===== src/rab_pkg.sv =====
// Shared types, constants and register codes for the rotated bounding box block.
package rab_pkg;

   // Widths fixed by the register map.
   localparam int TRIG_WIDTH      = 16;
   localparam int AXIS_WIDTH      = 2;
   localparam int CSR_INDEX_WIDTH = 2;
   localparam int CSR_DATA_WIDTH  = 16;
   localparam int NUM_AXES        = 3;
   localparam int AXIS_IDX_WIDTH  = 2;

   // Defaults for the top-level parameters.
   localparam int COORD_WIDTH_DEFAULT    = 32;
   localparam int TRIG_FRAC_BITS_DEFAULT = 14;

   // Register reset values.
   localparam logic [TRIG_WIDTH-1:0] SINE_RESET   = 16'sd0;
   localparam logic [TRIG_WIDTH-1:0] COSINE_RESET = 16'sd16384;

   // Rotation axis codes. Code three is decoded as the z axis.
   typedef enum logic [AXIS_WIDTH-1:0] {
      AXIS_X = 2'd0,
      AXIS_Y = 2'd1,
      AXIS_Z = 2'd2
   } axis_code_type;

   // Register indexes on the configuration channel.
   typedef enum logic [CSR_INDEX_WIDTH-1:0] {
      REG_ROTATION_AXIS = 2'd0,
      REG_SINE_VALUE    = 2'd1,
      REG_COSINE_VALUE  = 2'd2
   } reg_index_type;

   // Rotation set-up as held in the configuration registers.
   typedef struct packed {
      logic [AXIS_WIDTH-1:0]        axis;
      logic signed [TRIG_WIDTH-1:0] sine;
      logic signed [TRIG_WIDTH-1:0] cosine;
   } trig_cfg_type;

   // Positions of the rotation axis and the two plane coordinates.
   typedef struct packed {
      logic [AXIS_IDX_WIDTH-1:0] ax;
      logic [AXIS_IDX_WIDTH-1:0] pb;
      logic [AXIS_IDX_WIDTH-1:0] pc;
   } plane_idx_type;

endpackage


===== src/rab_csr.sv =====
// Configuration registers: rotation axis, sine and cosine.
module rab_csr (
   input  logic                                 clock,
   input  logic                                 reset,
   input  logic                                 wr_en,
   input  logic [rab_pkg::CSR_INDEX_WIDTH-1:0]  wr_index,
   input  logic [rab_pkg::CSR_DATA_WIDTH-1:0]   wr_data,
   output rab_pkg::trig_cfg_type                cfg
);
   import rab_pkg::*;

   logic [AXIS_WIDTH-1:0] axis_ff;
   logic [TRIG_WIDTH-1:0] sine_ff;
   logic [TRIG_WIDTH-1:0] cosine_ff;

   // Register writes; an index beyond the list is dropped.
   always_ff @(posedge clock) begin
      if (reset) begin
         axis_ff   <= AXIS_X;
         sine_ff   <= SINE_RESET;
         cosine_ff <= COSINE_RESET;
      end else if (wr_en) begin
         unique case (wr_index)
            REG_ROTATION_AXIS: axis_ff   <= wr_data[AXIS_WIDTH-1:0];
            REG_SINE_VALUE:    sine_ff   <= wr_data[TRIG_WIDTH-1:0];
            REG_COSINE_VALUE:  cosine_ff <= wr_data[TRIG_WIDTH-1:0];
            default: ;
         endcase
      end
   end

   assign cfg.axis   = axis_ff;
   assign cfg.sine   = $signed(sine_ff);
   assign cfg.cosine = $signed(cosine_ff);

endmodule


===== config.mk =====
export PLATFORM = sky130hd
export DESIGN_NAME = rab_csr
export DESIGN_NICKNAME = d
export VERILOG_FILES = /design/src/rab_pkg.sv /design/src/rab_csr.sv
export SDC_FILE = /design/constraint.sdc
export NUM_CORES = 1
export LEC_CHECK = 0
export BUFFER_PORTS_ARGS = -buffer_cell sky130_fd_sc_hd__buf_2
export CAP_MARGIN = 30
export CORE_ASPECT_RATIO = 0.7
export CORE_MARGIN = 5
export CORE_UTILIZATION = 47
export DETAILED_ROUTE_END_ITERATION = 8
export PLACE_DENSITY = 0.77
export SLEW_MARGIN = 5
export SYNTH_ARGS = -nofsm -noshare
export SYNTH_HDL_FRONTEND = slang
export SYNTH_SLANG_ARGS = --single-unit

===== constraint.sdc =====
create_clock -name clock -period 0.9 [get_ports clock]
set_input_delay 0.135 -clock clock [delete_from_list [all_inputs] [get_ports clock]]
set_output_delay 0.135 -clock clock [all_outputs]
set_load 0.02 [all_outputs]

==> summary.txt <==
Outcome
  – Status: finished clean

Logic synthesis
  – Netlist cell types: 11
  – Dominant cell type by area after synthesis: dfxtp_1
  – Yosys reg bits: 34
  – Post-Syn Nets: 154
  – Cells after Synth: 133
  – Yosys warns: 0
  – Area contributors post-synth: dfxtp_1, mux2i_1, nand2b_1
  – Register area share after synthesis: 47.59%
  – Top post-synthesis cells by count: nand2b_1, dfxtp_1, mux2i_1
  – Average size of a mapped cell: 10.75 sq um
  – Top FF cell, synth: dfxtp_1
  – Most common cell in the synthesized netlist: nand2b_1
  – Cell Area, Synth: 1430 sq um
  – Asr flop ratio synth: 0%
  – Post-synth EDFFs: 0
  – Post-synth top area share: 47.59%

Global routing
  – Vias in the first global route: 1151
  – Maximum number of pins on one net before global-route repair: 52
  – All-layer global routing usage: 16.26%
  – Gr ovfl total: 0
  – Initial antenna violation count: 0
  – First-pass GRT wire length: 5540 um

Floorplan
  – Core Area: 2863 sq um
  – # rows: 16
  – Die extent in y: 56.15 um
  – I/O pin cnt: 55
  – Initial core utilization: 49.96%
  – Die area: 4263 sq um
  – Die X: 75.93 um

Place
  – Routability cong.: 0.7141
  – Port Buf Inserts: 54
  – Pre-CTS setup slack: -0.1499 ns
  – Dpl cells: 217
  – DP Wirelength: 2442 um

Critical path
  – Largest stage delay, worst path: 0.36 ns
  – Slowest CP cell: dfxtp_2
  – Buf+Inv Stages, Crit Path: 1
  – Crit. End Element: output pin
  – Critical path arrival: 0.76 ns
  – Kind of cell adding the most delay to the critical path: flip-flops
  – Kind of critical path: reg -> out
  – Startpoint Class: register
  – Critical path required time: 0.76 ns
  – FF-to-FF path depth: 3
  – Reg-to-reg setup timing slack: 0.16 ns
  – Worst r2r src: sine_ff[10]
  – Critical Path Source: sine_ff[10]
  – Crit-path cells: buf_6
  – Worst-path maximum fanout: 2
  – RR Endpoint: sine_ff[10]
  – WP depth: 1
  – Crit path to: cfg[26]

Clock tree
  – Post-CTS Hold Buffers: 0
  – H-Tree Level Count: 2
  – CTS buffer count: 5
  – Clk sinks: 34
  – Skew-Pair Late Insertion Delay: 0.28 ns
  – Clk root buf: clkbuf_8
  – Clock-pin slew of the registers on the worst-case setup and hold paths: 0.07 ns
  – CTS tree: yes
  – Clk buf depth: 2

STA
  – Worst Tran Pin Value: 0.5748 ns
  – Pins Over Slew Limit: 0
  – Rel. slew slack: 61.68%
  – Final Worst Setup Slack: 0.001719 ns
  – Tcrit/Tclk final: 99.81%
  – Min Tclk post-route: 0.8983 ns
  – Clock Skew: 0 ns
  – Final Hold Viols: 0
  – Max Clock Freq: 1113 MHz
  – Final setup vio count: 0
  – RSZ-0062 raised after global routing: true

Layout
  – Non-Filler Instances: 232
  – Ant diodes: 0
  – Share of layout cells above drive strength 1: 54.08%
  – Area Overhead vs Synth: 49.96%
  – Nets: 218
  – Filler cell count: 197

Pwr
  – Static Leakage: 1.001 nW
  – P per Cell Area: 1471 nW/um^2
  – IR drop worst, VDD: 0.7654 mV

Routing
  – Routed wire length: 3523 um
  – WL/cell: 15.19 um
  – Iteration-0 DRC Markers: 51
  – Via density: 4.841
  – Drt first pass iters: 4
  – Routed via count: 1123
  – ANT nets after route: 0
  – # DRC: 0

Job
  – Max_cap viols: 0

Min path
  – Hold crit path type: in -> reg
[area by class of cell]
class	count	area, sq um	share of cell area [%]
repair buffers	66	598.1	27.89
multi-input cells	90	695.7	32.44
flip-flops and latches	34	723.2	33.72
clock buffers	6	82.58	3.851
well taps	36	45.04	2.100
[timing repair]
action,4_1_cts,5_1_grt
endpoints found under the setup margin,34,31
cloned,0,0
gates resized for setup,59,43
setup buffers,0,9
[layout by cell type (no fill, tap or decap), drive strengths merged]
cell    netlist  layout
dfxtp        34      34
and3b         2       2
nand3b        2       2
clkbuf        5       6
nor2          2       2
buf           4      66
mux2i        34      34
nand2b       49      49
or3b          1       1
[worst min-delay path by stage]
stage / to / start / cells past startpoint / slack, ns
after floorplan: sine_ff[14] / wr_data[14] / 2 / 0.29
after global placement: cosine_ff[5] / wr_data[5] / 3 / 0.42
after detailed placement: cosine_ff[8] / wr_data[8] / 3 / 0.43
after CTS: sine_ff[11] / wr_data[11] / 3 / 0.13
after global routing: cosine_ff[6] / wr_data[6] / 3 / 0.14
final: sine_ff[11] / wr_data[11] / 3 / 0.13
[registers in the layout, summed over array words and instances (netlist names)]
register / cells
sine_ff: 16
axis_ff: 2
cosine_ff: 16
[logic make-up after synthesis]
kind of cell / share of synthesized area (%)
simple gates: 24.85
flops: 47.59
buf+inv: 3.762
mux: 23.80
[worst register-to-register path, cell delays in order, from the launching register on]
cell      delay [ns]
dfxtp_2         0.36
buf_4           0.11
nand2b_1        0.04
mux2i_1         0.14
[power by group]
part,leakage (nW),switching (mW),internal [mW],total [mW]
registers,0.291,0.0414,1.57,1.61
logic,0.666,0.207,0.248,0.455
clock network,0.0431,0.499,0.589,1.09
total,1.00,0.747,2.41,3.15
[metal layers]
metal	global-route usage (%)	part of all wire (%)	routed length (um)	vias to the layer above
li1	-	-	-	566
met1	19.49	43	1508	520
met2	25.00	49	1719	31
met3	9.061	6.9	242	6
met4	4.315	1.5	53	0
met5	0	0	0	-
[stage by stage]
stage | TNS [ns] | hold WS (ns) | power [mW] | cell area [sq um] | utilization [%]
final | 0 | 0.1308 | 3.154 | 2145 | 74.91
after global routing | -0.09777 | 0.1353 | 3.315 | 2145 | 74.91
after CTS | 0 | 0.1272 | 3.113 | 1956 | 68.31
after detailed placement | -3.600 | 0.4273 | 1.995 | 1739 | 60.75
after global placement | -2.128 | 0.4169 | 1.981 | 1739 | 60.75
after floorplan | 0 | 0.2903 | 1.853 | 1430 | -
Power figures use the tool's default switching activity.
