==> src/rab_pkg.sv <==
// Shared types, constants and register codes for the rotated bounding box block.
package rab_pkg;

   // Widths fixed by the register map.
   localparam int TRIG_WIDTH      = 16;
   localparam int AXIS_WIDTH      = 2;
   localparam int CSR_INDEX_WIDTH = 2;
   localparam int CSR_DATA_WIDTH  = 16;
   localparam int NUM_AXES        = 3;
   localparam int AXIS_IDX_WIDTH  = 2;

   // Defaults for the top-level parameters.
   localparam int COORD_WIDTH_DEFAULT    = 32;
   localparam int TRIG_FRAC_BITS_DEFAULT = 14;

   // Register reset values.
   localparam logic [TRIG_WIDTH-1:0] SINE_RESET   = 16'sd0;
   localparam logic [TRIG_WIDTH-1:0] COSINE_RESET = 16'sd16384;

   // Rotation axis codes. Code three is decoded as the z axis.
   typedef enum logic [AXIS_WIDTH-1:0] {
      AXIS_X = 2'd0,
      AXIS_Y = 2'd1,
      AXIS_Z = 2'd2
   } axis_code_type;

   // Register indexes on the configuration channel.
   typedef enum logic [CSR_INDEX_WIDTH-1:0] {
      REG_ROTATION_AXIS = 2'd0,
      REG_SINE_VALUE    = 2'd1,
      REG_COSINE_VALUE  = 2'd2
   } reg_index_type;

   // Rotation set-up as held in the configuration registers.
   typedef struct packed {
      logic [AXIS_WIDTH-1:0]        axis;
      logic signed [TRIG_WIDTH-1:0] sine;
      logic signed [TRIG_WIDTH-1:0] cosine;
   } trig_cfg_type;

   // Positions of the rotation axis and the two plane coordinates.
   typedef struct packed {
      logic [AXIS_IDX_WIDTH-1:0] ax;
      logic [AXIS_IDX_WIDTH-1:0] pb;
      logic [AXIS_IDX_WIDTH-1:0] pc;
   } plane_idx_type;

endpackage

==> src/rab_reduce.sv <==
// Bound reduction: extreme sums, shift, saturation and the result register.
module rab_reduce #(
   parameter  int COORD_WIDTH    = rab_pkg::COORD_WIDTH_DEFAULT,
   parameter  int TRIG_FRAC_BITS = rab_pkg::TRIG_FRAC_BITS_DEFAULT,
   localparam int PROD_WIDTH     = COORD_WIDTH + rab_pkg::TRIG_WIDTH
) (
   input  logic                                          clock,
   input  logic                                          reset,
   // Upstream beat from the product register.
   input  logic                                          up_valid,
   output logic                                          up_ready,
   input  logic [1:0][PROD_WIDTH-1:0]                    up_cb,
   input  logic [1:0][PROD_WIDTH-1:0]                    up_sc,
   input  logic [1:0][PROD_WIDTH-1:0]                    up_sb,
   input  logic [1:0][PROD_WIDTH-1:0]                    up_cc,
   input  logic [COORD_WIDTH-1:0]                        up_axis_lo,
   input  logic [COORD_WIDTH-1:0]                        up_axis_hi,
   input  rab_pkg::plane_idx_type                        up_idx,
   input  logic                                          up_flag,
   // Result beat.
   output logic                                          dn_valid,
   input  logic                                          dn_ready,
   output logic [rab_pkg::NUM_AXES-1:0][COORD_WIDTH-1:0] dn_min,
   output logic [rab_pkg::NUM_AXES-1:0][COORD_WIDTH-1:0] dn_max,
   output logic                                          dn_flag
);
   import rab_pkg::*;

   localparam int SUM_WIDTH = PROD_WIDTH + 1;

   logic                                  out_valid_ff;
   logic [NUM_AXES-1:0][COORD_WIDTH-1:0]  min_in, max_in, min_ff, max_ff;
   logic                                  flag_ff;

   logic signed [PROD_WIDTH-1:0]          cb_min, cb_max, sc_min, sc_max;
   logic signed [PROD_WIDTH-1:0]          sb_min, sb_max, cc_min, cc_max;
   logic signed [SUM_WIDTH-1:0]           f_min_sum, f_max_sum, g_min_sum, g_max_sum;
   logic [COORD_WIDTH-1:0]                f_min, f_max, g_min, g_max;
   logic [COORD_WIDTH-1:0]                a_min, a_max;

   // Flooring shift by the fraction width, then saturation to a coordinate.
   function automatic logic [COORD_WIDTH-1:0] shift_sat(input logic signed [SUM_WIDTH-1:0] v);
      logic signed [SUM_WIDTH-1:0]   sh;
      logic [SUM_WIDTH-COORD_WIDTH:0] top;
      sh  = v >>> TRIG_FRAC_BITS;
      top = sh[SUM_WIDTH-1:COORD_WIDTH-1];
      priority if (&top || ~|top) begin
         return sh[COORD_WIDTH-1:0];
      end else if (sh[SUM_WIDTH-1]) begin
         return {1'b1, {(COORD_WIDTH-1){1'b0}}};
      end else begin
         return {1'b0, {(COORD_WIDTH-1){1'b1}}};
      end
   endfunction

   assign up_ready = !out_valid_ff || dn_ready;

   // Each rotated coordinate is a sum of two independent terms, so its extreme
   // over the four plane corners is the sum of the extremes of the terms.
   always_comb begin
      cb_min = ($signed(up_cb[0]) < $signed(up_cb[1])) ? $signed(up_cb[0]) : $signed(up_cb[1]);
      cb_max = ($signed(up_cb[0]) < $signed(up_cb[1])) ? $signed(up_cb[1]) : $signed(up_cb[0]);
      sc_min = ($signed(up_sc[0]) < $signed(up_sc[1])) ? $signed(up_sc[0]) : $signed(up_sc[1]);
      sc_max = ($signed(up_sc[0]) < $signed(up_sc[1])) ? $signed(up_sc[1]) : $signed(up_sc[0]);
      sb_min = ($signed(up_sb[0]) < $signed(up_sb[1])) ? $signed(up_sb[0]) : $signed(up_sb[1]);
      sb_max = ($signed(up_sb[0]) < $signed(up_sb[1])) ? $signed(up_sb[1]) : $signed(up_sb[0]);
      cc_min = ($signed(up_cc[0]) < $signed(up_cc[1])) ? $signed(up_cc[0]) : $signed(up_cc[1]);
      cc_max = ($signed(up_cc[0]) < $signed(up_cc[1])) ? $signed(up_cc[1]) : $signed(up_cc[0]);
   end

   // First coordinate is cos*first + sin*second, second is cos*second - sin*first.
   assign f_min_sum = cb_min + sc_min;
   assign f_max_sum = cb_max + sc_max;
   assign g_min_sum = cc_min - sb_max;
   assign g_max_sum = cc_max - sb_min;

   // Shift and saturation are monotonic, so they follow the extremes.
   assign f_min = shift_sat(f_min_sum);
   assign f_max = shift_sat(f_max_sum);
   assign g_min = shift_sat(g_min_sum);
   assign g_max = shift_sat(g_max_sum);

   // The axis coordinate is unchanged; an inverted box still gives min <= max.
   assign a_min = ($signed(up_axis_lo) < $signed(up_axis_hi)) ? up_axis_lo : up_axis_hi;
   assign a_max = ($signed(up_axis_lo) < $signed(up_axis_hi)) ? up_axis_hi : up_axis_lo;

   // Route the bounds back to their axes.
   always_comb begin
      for (int k = 0; k < NUM_AXES; k++) begin
         priority if (AXIS_IDX_WIDTH'(k) == up_idx.ax) begin
            min_in[k] = a_min;
            max_in[k] = a_max;
         end else if (AXIS_IDX_WIDTH'(k) == up_idx.pb) begin
            min_in[k] = f_min;
            max_in[k] = f_max;
         end else begin
            min_in[k] = g_min;
            max_in[k] = g_max;
         end
      end
   end

   // Result register.
   always_ff @(posedge clock) begin
      if (reset) begin
         out_valid_ff <= 1'b0;
      end else if (up_ready) begin
         out_valid_ff <= up_valid;
      end
   end

   always_ff @(posedge clock) begin
      if (up_valid && up_ready) begin
         min_ff  <= min_in;
         max_ff  <= max_in;
         flag_ff <= up_flag;
      end
   end

   assign dn_valid = out_valid_ff;
   assign dn_min   = min_ff;
   assign dn_max   = max_ff;
   assign dn_flag  = flag_ff;

endmodule

==> config.mk <==
export PLATFORM = sky130hd
export DESIGN_NAME = rab_reduce
export DESIGN_NICKNAME = d
export VERILOG_FILES = /design/src/rab_pkg.sv /design/src/rab_reduce.sv
export SDC_FILE = /design/constraint.sdc
export NUM_CORES = 2
export LEC_CHECK = 0
export BUFFER_PORTS_ARGS = -buffer_cell sky130_fd_sc_hd__buf_2
export CAP_MARGIN = 10
export CORE_AREA = 2 2 256 258
export CTS_CLUSTER_SIZE = 30
export DETAILED_ROUTE_END_ITERATION = 12
export DIE_AREA = 0 0 258 260
export PLACE_DENSITY = 0.72
export SYNTH_ARGS = -nofsm -noshare
export SYNTH_HDL_FRONTEND = slang
export SYNTH_SLANG_ARGS = --single-unit
==> constraint.sdc <==
create_clock -name clock -period 8.45 [get_ports clock]
set_clock_uncertainty 0.05 [all_clocks]
set_input_delay 0.845 -clock clock [delete_from_list [all_inputs] [get_ports clock]]
set_output_delay 0.845 -clock clock [all_outputs]
set_load 0.01 [all_outputs]
==> flow_summary.json <==
{
  "start_util": 0.4836,
  "final_wirelength_um": 137000,
  "final_layout_size_suffix_gt1_frac": 0.2398,
  "timing.slew.headroom": 0.3693,
  "synth_warnings": 0,
  "syn_nets": 4816,
  "finalHoldViolCount": 0,
  "timing.rr.start": "dn_valid",
  "finalWeightedCongestion": 1.018,
  "leakagePower_nw": 17.87,
  "placement_rows": 93,
  "holdPathStages": 2,
  "rr_endpoint": "dn_min[89]",
  "top_reg_cell_synth": "sky130_fd_sc_hd__edfxtp_1",
  "hold-path-endpoint": "dn_valid",
  "grtUsageTotal": 0.3896,
  "synthTopCellsByArea": "sky130_fd_sc_hd__edfxtp_1 (19%), sky130_fd_sc_hd__ha_1 (16%), sky130_fd_sc_hd__a21oi_1 (6.6%)",
  "timing_worst_setup_path_type": "input port to flop",
  "fmax_mhz": 126.5,
  "postSynthAreaPerCell_sq_um": 7.849,
  "final-max-slew-violation-count": 0,
  "antenna_found_initial": 14,
  "maximum_resistive_drop_on_vdd_mv": 0.1896,
  "postSynthCellCount": 3950,
  "worst_skew_pair.late_latency_ps": 450,
  "place_hpwl_um": 115400,
  "initialDrtViolationCount": 4204,
  "route.vias.total": 34979,
  "yosys.area.top_type": "sky130_fd_sc_hd__edfxtp_1",
  "p_sw_w": 0.004528,
  "dr.pass1.iters": 8,
  "required_ps": 8650,
  "multi_input_comb_area_sq_um": 23440,
  "synth_async_sr_flop_share": 0,
  "dieArea_sq_um": 67080,
  "clock_power_share": 0.095,
  "area_delta_synth_final_pct": 19.73,
  "grt_pass1_wl_um": 197900,
  "worst_hold_class": "input port to flop",
  "setup_viol": 0,
  "synth_top_cells_by_count": "sky130_fd_sc_hd__a21oi_1 (410), sky130_fd_sc_hd__ha_1 (407), sky130_fd_sc_hd__nand2_1 (404)",
  "wl_per_cell_um": 24.79,
  "sw_frac_of_total": 0.5151,
  "run_status": "complete, no violations",
  "layout.nets": 5516,
  "ant_nets": 0,
  "layout.area.seq_sq_um": 5816,
  "fin_setup_tns_ps": 0,
  "clock_tree.htree_level_count": 4,
  "fp.dieW_um": 258,
  "io_buffer_count": 651,
  "synth-seq-cells": 194,
  "time_the_worst_path_needs_with_i_o_delays_and_setup_ps": 7905,
  "avgViaCountPerCell": 6.330,
  "count_of_flip_flops_with_a_built_in_enable_after_synthesis": 193,
  "cts_inserted_buffers": 17,
  "max-cap-violations": 0,
  "count_leader_synth": "sky130_fd_sc_hd__a21oi_1",
  "synth.top_cell.area_share": 0.1869,
  "r2r_cells": 3,
  "rsz_0062_raised_after_global_routing": "no",
  "combinationalPowerShare": 0.729,
  "post_route_drc": 0,
  "post-route-util": 0.5790,
  "power_density_nw_per_um2": 236.8,
  "largest_net_degree_at_the_start_of_global_routing": 79,
  "vias_in_the_first_global_route": 32237,
  "relative_contribution_of_sequential_cells_to_total_power": 0.176,
  "clock_tree.buffer_depth": 2,
  "layout.filler_cells": 6071,
  "synth_seq_area_share": 0.1876,
  "floorplan.die.height_um": 260,
  "tightest_slew_ps": 936.2,
  "critPathArrivalTime_ps": 8100,
  "synthesis.area_sq_um": 31000,
  "critPathCaptureType": "flop",
  "cp-start-kind": "input port",
  "placeableCoreArea_sq_um": 64120,
  "layout_worst_path_cycle_share": 0.9355,
  "pin_count": 654,
  "clk_pin_slew_worst_paths_ps": 80,
  "holdCritStartpoint": "reset",
  "ctsRootBufferMaster": "sky130_fd_sc_hd__clkbuf_16",
  "tritoncts": "built",
  "hold_ws_ps": 492.3,
  "cp_max_fo": 38,
  "globalRoute.totalOverflow": 0,
  "tritoncts_num_sinks": 194,
  "reg2reg_setup_slack_ps": 6060,
  "synth.distinct_cells": 93,
  "p_int_w": 0.004262
}
kinds of logic after synthesis:
group,count (synthesis),synth area share
compound gates,1384,0.2901
simple gates,1080,0.1649
buf+inv,476,0.05957
fa+ha+maj,407,0.1643
mux,291,0.1003
flops,194,0.1876
xor+xnor,118,0.03333
worst max-delay path by stage:
stage,from,end,slack (ps),depth (start not counted)
floorplan,up_sb[73],dn_min[18],1320,29
global placement,up_sc[65],dn_max[72],250,29
detailed placement,up_cc[87],dn_max[61],170,27
CTS,up_cc[87],dn_max[61],640,27
global route,up_sb[87],dn_max[93],110,27
finish,up_sb[87],dn_max[61],540,27
cell type report:
class,count,share of cell area
repair buffers,878,0.1384
well taps,855,0.02882
flip-flops and latches,194,0.1567
clock inverters,15,0.004550
inverters,278,0.02811
clock buffers,17,0.01146
multi-input cells,3281,0.6315
diodes,8,0.0005393
worst max-delay path, stage by stage:
cell and delay (ps):
sky130_fd_sc_hd__buf_2 110, sky130_fd_sc_hd__inv_1 50, sky130_fd_sc_hd__ha_1 290, sky130_fd_sc_hd__nand3_1 180, sky130_fd_sc_hd__nor4_1 640, sky130_fd_sc_hd__nand3_1 340
sky130_fd_sc_hd__o221ai_1 500, sky130_fd_sc_hd__nor3_1 200, sky130_fd_sc_hd__nor2_4 190, sky130_fd_sc_hd__buf_12 270, sky130_fd_sc_hd__mux2i_1 260, sky130_fd_sc_hd__ha_1 270
sky130_fd_sc_hd__a21o_1 180, sky130_fd_sc_hd__a21o_1 170, sky130_fd_sc_hd__a21o_1 180, sky130_fd_sc_hd__a21oi_1 190, sky130_fd_sc_hd__o21bai_1 120, sky130_fd_sc_hd__a21o_1 190
sky130_fd_sc_hd__a21oi_1 190, sky130_fd_sc_hd__a2bb2oi_1 400, sky130_fd_sc_hd__nand3_1 180, sky130_fd_sc_hd__a311oi_1 340, sky130_fd_sc_hd__xor2_1 380, sky130_fd_sc_hd__mux2i_2 290
sky130_fd_sc_hd__buf_4 210, sky130_fd_sc_hd__nand3_1 420, sky130_fd_sc_hd__a221oi_1 490
power groups by stage:
stage | Combinational, W | Sequential, W | Clock, W
2_1_floorplan | 0.00356 | 0.00163 | 0
3_3_place_gp | 0.00613 | 0.00156 | 0
3_5_place_dp | 0.00616 | 0.00156 | 0
4_1_cts | 0.00619 | 0.00154 | 0.000835
5_1_grt | 0.00680 | 0.00156 | 0.000869
6_report | 0.00641 | 0.00154 | 0.000838
flip-flops by register name, indices dropped and copies added (netlist names):
register and cells:
dn_flag 1, dn_max 96, dn_min 96, dn_valid 1
metrics by stage:
step | instances | total power (W) | area (sq um) | worst slack (ps)
after floorplan | 3950 | 0.005191 | 31000 | 1319
after global placement | 5485 | 0.007685 | 36490 | 253.8
after detailed placement | 5485 | 0.007713 | 36490 | 167.0
after CTS | 5517 | 0.008562 | 37090 | 639.0
after global routing | 5526 | 0.009223 | 37120 | 110.8
final | 5526 | 0.008791 | 37120 | 544.8
cells in the final DEF (no fill, tap or decap), types with 70 or more instances in the layout:
master	netlist	final
sky130_fd_sc_hd__buf_2	21	651
sky130_fd_sc_hd__a21oi_1	410	410
sky130_fd_sc_hd__ha_1	407	407
sky130_fd_sc_hd__nand2_1	404	403
sky130_fd_sc_hd__o21ai_0	286	286
sky130_fd_sc_hd__inv_1	278	278
sky130_fd_sc_hd__nor2_1	238	234
sky130_fd_sc_hd__buf_4	7	213
sky130_fd_sc_hd__a21o_1	195	195
sky130_fd_sc_hd__edfxtp_1	193	193
sky130_fd_sc_hd__mux2_2	153	153
sky130_fd_sc_hd__a221oi_1	139	139
sky130_fd_sc_hd__mux2i_1	136	134
sky130_fd_sc_hd__nand4_1	87	87
sky130_fd_sc_hd__nand3_1	82	82
sky130_fd_sc_hd__xnor2_1	70	70
what timing repair did:
item	4_1_cts	5_1_grt
gates resized for setup	0	1
endpoints found under the setup margin	0	5
hold endpoints to repair	0	0
hold buffers	0	0
setup buffers	0	0
layer usage:
layer	share of wire	vias to the layer above	GRT usage	routed length (um)
met1	0.39	16229	0.4977	53490
met5	0.00037	-	0	51
met3	0.097	421	0.05653	13230
li1	-	16292	-	-
met2	0.44	2029	0.6278	60760
met4	0.069	8	0.2269	9467
No activity file was read; power rests on OpenSTA's default activity.
